==> config.mk <==
export PLATFORM = sky130hd
export DESIGN_NAME = box_difference_six_slabs
export DESIGN_NICKNAME = d
export VERILOG_FILES = /design/src/design/boxdiff_pkg.sv /design/src/design/boxdiff_front.sv /design/src/design/boxdiff_queue.sv /design/src/design/boxdiff_back.sv /design/src/design/box_difference_six_slabs.sv
export SDC_FILE = /design/constraint.sdc
export NUM_CORES = 1
export LEC_CHECK = 0
export BUFFER_PORTS_ARGS = -buffer_cell sky130_fd_sc_hd__buf_2
export CELL_PAD_IN_SITES_DETAIL_PLACEMENT = 1
export CELL_PAD_IN_SITES_GLOBAL_PLACEMENT = 2
export CORE_ASPECT_RATIO = 0.6
export CORE_UTILIZATION = 40
export CTS_CLUSTER_SIZE = 10
export DETAILED_ROUTE_END_ITERATION = 10
export PLACE_DENSITY_LB_ADDON = 0.12
export REMOVE_ABC_BUFFERS = 1
export SLEW_MARGIN = 20
export SYNTH_ARGS = -nofsm -noshare
export SYNTH_HDL_FRONTEND = slang
export SYNTH_HIERARCHICAL = 1
export SYNTH_SLANG_ARGS = --single-unit
==> constraint.sdc <==
create_clock -name clk_i -period 11.2 [get_ports clk_i]
set_input_delay 3.36 -clock clk_i [delete_from_list [all_inputs] [get_ports clk_i]]
set_output_delay 3.36 -clock clk_i [all_outputs]
set_load 0.01 [all_outputs]
==> src/design/boxdiff_pkg.sv <==
// ----------------------------------------------------------------------------
// boxdiff_pkg
// Shared types, the piece table and the sorting function for the box
// difference block.
// ----------------------------------------------------------------------------
package boxdiff_pkg;

  localparam int CoordW   = 8;
  localparam int NumPieces = 6;
  localparam int QDepth   = 2;
  localparam int QPtrW    = $clog2(QDepth);
  localparam int QCntW    = $clog2(QDepth + 1);

  typedef logic [CoordW-1:0] coord_t;
  typedef coord_t [3:0]      coord4_t;

  typedef struct packed {
    coord_t outer_ax;
    coord_t outer_ay;
    coord_t outer_az;
    coord_t outer_bx;
    coord_t outer_by;
    coord_t outer_bz;
    coord_t inner_ax;
    coord_t inner_ay;
    coord_t inner_az;
    coord_t inner_bx;
    coord_t inner_by;
    coord_t inner_bz;
  } in_word_t;

  typedef struct packed {
    coord_t     piece_low_x;
    coord_t     piece_low_y;
    coord_t     piece_low_z;
    coord_t     piece_high_x;
    coord_t     piece_high_y;
    coord_t     piece_high_z;
    logic [2:0] piece_slot;
    logic       piece_last;
  } out_word_t;

  // four coordinates of each axis, ascending
  typedef struct packed {
    coord4_t x;
    coord4_t y;
    coord4_t z;
  } sorted_t;

  typedef enum logic [2:0] {
    SLOT_POS_Y = 3'd0,
    SLOT_NEG_Y = 3'd1,
    SLOT_POS_X = 3'd2,
    SLOT_NEG_X = 3'd3,
    SLOT_POS_Z = 3'd4,
    SLOT_NEG_Z = 3'd5
  } slot_e;

  // per slot: sorted index of low x, low y, low z, high x, high y, high z
  localparam logic [1:0] PieceTbl [NumPieces][6] = '{
    '{2'd0, 2'd2, 2'd0, 2'd3, 2'd3, 2'd3},
    '{2'd0, 2'd0, 2'd0, 2'd3, 2'd1, 2'd3},
    '{2'd2, 2'd1, 2'd0, 2'd3, 2'd2, 2'd3},
    '{2'd0, 2'd1, 2'd0, 2'd1, 2'd2, 2'd3},
    '{2'd1, 2'd1, 2'd2, 2'd2, 2'd2, 2'd3},
    '{2'd1, 2'd1, 2'd0, 2'd2, 2'd2, 2'd1}
  };

  // five compare-exchange steps, three levels deep
  function automatic coord4_t sort4(coord_t a, coord_t b, coord_t c, coord_t d);
    coord_t l0, h0, l1, h1, lo, m0, m1, hi;
    l0 = (a > b) ? b : a;
    h0 = (a > b) ? a : b;
    l1 = (c > d) ? d : c;
    h1 = (c > d) ? c : d;
    lo = (l0 > l1) ? l1 : l0;
    m0 = (l0 > l1) ? l0 : l1;
    m1 = (h0 > h1) ? h1 : h0;
    hi = (h0 > h1) ? h0 : h1;
    sort4[0] = lo;
    sort4[1] = (m0 > m1) ? m1 : m0;
    sort4[2] = (m0 > m1) ? m0 : m1;
    sort4[3] = hi;
  endfunction

endpackage

==> src/design/boxdiff_front.sv <==
// ----------------------------------------------------------------------------
// boxdiff_front
// Accepts a box pair, sorts the coordinates of each axis and holds the
// sorted word until the queue takes it.
// ----------------------------------------------------------------------------
module boxdiff_front import boxdiff_pkg::*; (
  input  logic     clk_i,
  input  logic     rst_ni,
  input  logic     push,
  output logic     full,
  input  in_word_t item_i,
  output logic     fwd_valid_o,
  input  logic     fwd_ready_i,
  output sorted_t  fwd_word_o
);

  logic    valid_q, valid_d;
  sorted_t word_q;
  logic    take;

  assign full = valid_q && !fwd_ready_i;
  assign take = push && !full;

  always_comb begin
    valid_d = valid_q;
    if (take) begin
      valid_d = 1'b1;
    end else if (fwd_ready_i) begin
      valid_d = 1'b0;
    end
  end

  always_ff @(posedge clk_i or negedge rst_ni) begin
    if (!rst_ni) begin
      valid_q <= 1'b0;
    end else begin
      valid_q <= valid_d;
    end
  end

  always_ff @(posedge clk_i) begin
    if (take) begin
      word_q.x <= sort4(item_i.outer_ax, item_i.outer_bx, item_i.inner_ax, item_i.inner_bx);
      word_q.y <= sort4(item_i.outer_ay, item_i.outer_by, item_i.inner_ay, item_i.inner_by);
      word_q.z <= sort4(item_i.outer_az, item_i.outer_bz, item_i.inner_az, item_i.inner_bz);
    end
  end

  assign fwd_valid_o = valid_q;
  assign fwd_word_o  = word_q;

endmodule

==> src/design/boxdiff_queue.sv <==
// ----------------------------------------------------------------------------
// boxdiff_queue
// Short queue of sorted words between the front and the back end.
// ----------------------------------------------------------------------------
module boxdiff_queue import boxdiff_pkg::*; (
  input  logic    clk_i,
  input  logic    rst_ni,
  input  logic    enq_valid_i,
  output logic    enq_ready_o,
  input  sorted_t enq_word_i,
  output logic    deq_valid_o,
  input  logic    deq_ready_i,
  output sorted_t deq_word_o
);

  sorted_t          mem_q [QDepth];
  logic [QPtrW-1:0] wr_ptr_q, rd_ptr_q;
  logic [QCntW-1:0] count_q, count_d;
  logic             enq, deq;

  assign enq_ready_o = (count_q != QCntW'(QDepth));
  assign deq_valid_o = (count_q != '0);
  assign enq = enq_valid_i && enq_ready_o;
  assign deq = deq_ready_i && deq_valid_o;

  always_comb begin
    count_d = count_q;
    if (enq && !deq) begin
      count_d = count_q + QCntW'(1);
    end else if (deq && !enq) begin
      count_d = count_q - QCntW'(1);
    end
  end

  always_ff @(posedge clk_i or negedge rst_ni) begin
    if (!rst_ni) begin
      wr_ptr_q <= '0;
      rd_ptr_q <= '0;
      count_q  <= '0;
    end else begin
      count_q <= count_d;
      if (enq) begin
        wr_ptr_q <= (wr_ptr_q == QPtrW'(QDepth - 1)) ? '0 : wr_ptr_q + QPtrW'(1);
      end
      if (deq) begin
        rd_ptr_q <= (rd_ptr_q == QPtrW'(QDepth - 1)) ? '0 : rd_ptr_q + QPtrW'(1);
      end
    end
  end

  always_ff @(posedge clk_i) begin
    if (enq) begin
      mem_q[wr_ptr_q] <= enq_word_i;
    end
  end

  assign deq_word_o = mem_q[rd_ptr_q];

endmodule

==> src/design/boxdiff_back.sv <==
// ----------------------------------------------------------------------------
// boxdiff_back
// Walks the six slots of the head word into the output register, one
// piece per cycle while the register is empty or popped.
// ----------------------------------------------------------------------------
module boxdiff_back import boxdiff_pkg::*; (
  input  logic      clk_i,
  input  logic      rst_ni,
  input  logic      head_valid_i,
  output logic      head_ready_o,
  input  sorted_t   head_word_i,
  output logic      empty,
  input  logic      pop,
  output out_word_t piece_o
);

  slot_e     slot_q, slot_d;
  logic      out_valid_q, out_valid_d;
  out_word_t out_q, piece;
  logic      load, last;

  assign load = head_valid_i && (!out_valid_q || pop);
  assign last = (slot_q == SLOT_NEG_Z);
  assign head_ready_o = load && last;

  always_comb begin
    piece.piece_low_x  = head_word_i.x[PieceTbl[slot_q][0]];
    piece.piece_low_y  = head_word_i.y[PieceTbl[slot_q][1]];
    piece.piece_low_z  = head_word_i.z[PieceTbl[slot_q][2]];
    piece.piece_high_x = head_word_i.x[PieceTbl[slot_q][3]];
    piece.piece_high_y = head_word_i.y[PieceTbl[slot_q][4]];
    piece.piece_high_z = head_word_i.z[PieceTbl[slot_q][5]];
    piece.piece_slot   = slot_q;
    piece.piece_last   = last;
  end

  always_comb begin
    slot_d      = slot_q;
    out_valid_d = out_valid_q;
    if (load) begin
      slot_d      = last ? SLOT_POS_Y : slot_e'(slot_q + 3'd1);
      out_valid_d = 1'b1;
    end else if (pop) begin
      out_valid_d = 1'b0;
    end
  end

  always_ff @(posedge clk_i or negedge rst_ni) begin
    if (!rst_ni) begin
      slot_q      <= SLOT_POS_Y;
      out_valid_q <= 1'b0;
    end else begin
      slot_q      <= slot_d;
      out_valid_q <= out_valid_d;
    end
  end

  always_ff @(posedge clk_i) begin
    if (load) begin
      out_q <= piece;
    end
  end

  assign empty   = !out_valid_q;
  assign piece_o = out_q;

endmodule

==> src/design/box_difference_six_slabs.sv <==
// ----------------------------------------------------------------------------
// box_difference_six_slabs
// Splits an outer box minus an inner box into six slab boxes.
//
//   channel  | handshake   | word
//   ---------+-------------+---------------------------------
//   input    | push / full | item_i  : two boxes, two corners
//   result   | empty / pop | piece_o : one slab, slot, last
//
// Each input word yields six result words, one per cycle while pop keeps
// the output register free; the back end's slot counter walks the six.
// The first piece passes the sort register, loaded at the accepting edge,
// then a queue entry and then the output register before it is on piece_o.
// Reset clears the valid flags, queue pointers and slot counter. Either
// side may stall; the queue lets the front keep sorting.
// ----------------------------------------------------------------------------
module box_difference_six_slabs import boxdiff_pkg::*; (
  input  logic      clk_i,
  input  logic      rst_ni,
  input  logic      push,
  output logic      full,
  input  in_word_t  item_i,
  output logic      empty,
  input  logic      pop,
  output out_word_t piece_o
);

  logic    fwd_valid, fwd_ready;
  sorted_t fwd_word;
  logic    head_valid, head_ready;
  sorted_t head_word;

  boxdiff_front u_front (
    .clk_i       (clk_i),
    .rst_ni      (rst_ni),
    .push        (push),
    .full        (full),
    .item_i      (item_i),
    .fwd_valid_o (fwd_valid),
    .fwd_ready_i (fwd_ready),
    .fwd_word_o  (fwd_word)
  );

  boxdiff_queue u_queue (
    .clk_i       (clk_i),
    .rst_ni      (rst_ni),
    .enq_valid_i (fwd_valid),
    .enq_ready_o (fwd_ready),
    .enq_word_i  (fwd_word),
    .deq_valid_o (head_valid),
    .deq_ready_i (head_ready),
    .deq_word_o  (head_word)
  );

  boxdiff_back u_back (
    .clk_i        (clk_i),
    .rst_ni       (rst_ni),
    .head_valid_i (head_valid),
    .head_ready_o (head_ready),
    .head_word_i  (head_word),
    .empty        (empty),
    .pop          (pop),
    .piece_o      (piece_o)
  );

endmodule
==> flow_summary_export.csv <==
group,metric,value,unit
synth,synth_common_cells,"edfxtp_1, mux2i_1, mux2_2",
pwr,p_total,5.561,mW
timing,max_freq,0.1037,GHz
pwr,ir_drop,0.1427,mV
detailed_routing,ant_nets,0,
critical_path,crit_buf_inv,4,
critical_path,crit_required,11460,ps
synth,seq_area_frac_synth,0.5591,
timing,finalHoldViolCount,0,
timing,rsz0062_at_grt,"false",
critical_path,endpoint_kind,"flop",
timing,setup_viol,0,
detailed_routing,via_count,11350,
global_routing,grt_pass1_vias,11910,
job,drv_cap,0,
cts,cts_made_buffers,41,
die,core_area,45420,um^2
die,die_h,169.3,um
critical_path,reg2reg_to,"u_back/piece_o[45]",
die,rows,60,
critical_path,r2r_slack,8390,ps
synth,synth-edff-count,340,
global_routing,grt_max_degree,65,
critical_path,crit_top_cell,"a21oi_1",
synth,ys_seq_elements,349,
detailed_routing,drt-wirelength-per-cell,20.33,um
critical_path,crit_family,"compound AO/OA/AOI/OAI gates",
detailed_routing,vias_per_cell,5.168,
critical_path,critPathLaunchType,"primary input",
critical_path,critPathMaxStageDelay,620,ps
final_layout,num-fill-cells,4655,
global_routing,antenna_found_initial,0,
cts,clk_pin_slew,60,ps
timing,whs,426.7,ps
final_layout,nets,1777,
pwr,power.density,261.9,nW/um^2
die,fp.dieArea,47550,um^2
critical_path,criticalPathCategory,"in -> reg",
critical_path,cp.arrival,9900,ps
timing,post-route-period-util,0.8606,
cts,postCtsSetupBuffers,0,
synth,syn_area,18660,um^2
detailed_routing,drc,0,
final_layout,area_growth_syn_to_layout,13.76,%
synth,synth_cells,1393,
synth,synth_warnings,6,
die,io_pins,154,
cts,root_buffer,"clkbuf_16",
min_path,hold_end,"u_queue/mem_q[1][36]",
timing,fin_skew,23.58,ps
synth,synth_most_common_cell,"edfxtp_1",
timing,tns,0,ps
cts,clock_tree.buffer_depth,3,
global_routing,grt_use_total,0.1911,
synth,synth-async-reset-ratio,0.02579,
timing,tightest_slew,1033,ps
cts,cts_tree,"done",
cts,clock_latency,540,ps
min_path,min_path_cells,0,
detailed_routing,first_pass_iters,5,
timing,slew_violations,0,
cts,clock-sinks,349,
detailed_routing,drtIter0Drc,662,
cts,hold_buffers,0,
synth,syn_avg_cell_area,13.40,um^2
die,initial_utilization,0.4109,
synth,synth.area.top_cells,"edfxtp_1, mux2i_1, ha_1",
critical_path,r2r-start,"u_queue/rd_ptr_q",
place,port_buffers,153,
critical_path,path_max_fanout,16,
place,hpwl,32.97,mm
final_layout,n_antenna_cell,0,
critical_path,r2r_cells,4,
synth,synth.top_cell.area_share,0.5471,
die,die_w,280.9,um
synth,yosysUniqueCellTypes,61,
cts,htree_levels,2,
outcome,status,"finished clean",
timing,min_period,9639,ps
synth,yosys.area.top_type,"edfxtp_1",
place,globalplace.congestion,0.8232,
min_path,min-delay-path-class,"reg -> reg",
cts,cts_resized,0,
pwr,p_leak,8.893,nW
synth,synthFlopType,"edfxtp_1",
global_routing,grt_pass1_wl,69.49,mm
global_routing,overflow,0,
critical_path,slowest_stage,"nand2_1",
detailed_routing,routed_wl,44.66,mm
min_path,min_from,"u_front/fwd_word_o[36]",
final_layout,drive_above_1_share,0.2670,
timing,maxSlewHeadroom,0.3112,
==> worst register-to-register path: stages, from the launching register on <==
cell	delay, ps
dfrtp_4	840
buf_4	860
mux2_2	440
mux2i_1	150
o21ai_0	200
==> sequential cells by signal, indices dropped and copies added, names as in the netlist <==
| signal | flops |
|---|---|
| u_queue/mem_q | 192 |
| u_front/fwd_word_o | 96 |
| u_back/piece_o | 52 |
| u_back/slot_q | 3 |
| u_queue/count_q | 2 |
| u_back/out_valid_q | 1 |
| u_front/fwd_valid_o | 1 |
| u_queue/rd_ptr_q | 1 |
| u_queue/wr_ptr_q | 1 |
==> metal layers <==
layer	vias up	track usage	share of wire
met4	0	0.03112	0.011
met3	43	0.02919	0.034
met2	159	0.2834	0.42
met5	-	0	0
li1	5523	-	-
met1	5629	0.2964	0.54
==> logic make-up after synthesis <==
logic type / Yosys count / synth area share
buffers and inverters: 163 / 0.04002
multiplexers: 319 / 0.1891
adder cells (fa/ha/maj): 114 / 0.07623
XOR/XNOR: 11 / 0.005163
AND/OR/NAND/NOR: 219 / 0.05598
AO/OA/AOI/OAI: 218 / 0.07435
flip-flops: 349 / 0.5591
==> metrics by stage <==
stage | std cells | utilization | cell area, um^2 | setup slack [ps]
after floorplan | 1345 | - | 18350 | 1561
after global placement | 2141 | 0.4422 | 20080 | 1206
after detailed placement | 2141 | 0.4422 | 20080 | 1017
after CTS | 2196 | 0.4668 | 21200 | 1554
after global routing | 2197 | 0.4674 | 21230 | 1034
final | 2197 | 0.4674 | 21230 | 1561
==> power by group <==
part,internal [mW],switching (mW),leakage (nW)
sequential,2.16,0.204,3.34
clock,0.674,0.490,0.544
combinational,0.859,1.17,5.01
==> worst max path at each step <==
stage | start | endpoint | slack, ps | cells after the start
after floorplan | item_i[49] | u_front/fwd_word_o[11] | 1560 | 24
after global placement | item_i[57] | u_front/fwd_word_o[44] | 1210 | 26
after detailed placement | item_i[57] | u_front/fwd_word_o[44] | 1020 | 26
after CTS | item_i[57] | u_front/fwd_word_o[44] | 1550 | 26
after global routing | item_i[57] | u_front/fwd_word_o[44] | 1030 | 26
final | item_i[57] | u_front/fwd_word_o[44] | 1560 | 26
==> cells in the final DEF (no fill, tap or decap), types with 42 or more instances in the layout <==
cell	n
clkbuf_16	42
a21oi_1	93
mux2i_1	160
nor2_1	83
buf_2	153
inv_1	114
nand2_1	56
mux2_2	124
ha_1	112
edfxtp_1	340
==> layout make-up <==
type	count	area, um^2	area share
Inverter	115	431.7	0.02033
Clock inverter	3	30.03	0.001414
Timing Repair Buffer	177	965.9	0.04550
Sequential cell	349	10440	0.4917
Tap cell	620	775.7	0.03654
Multi-Input combinational cell	881	7500	0.3533
Clock buffer	52	1089	0.05127
Note: power is estimated with default switching activity, not from simulation.
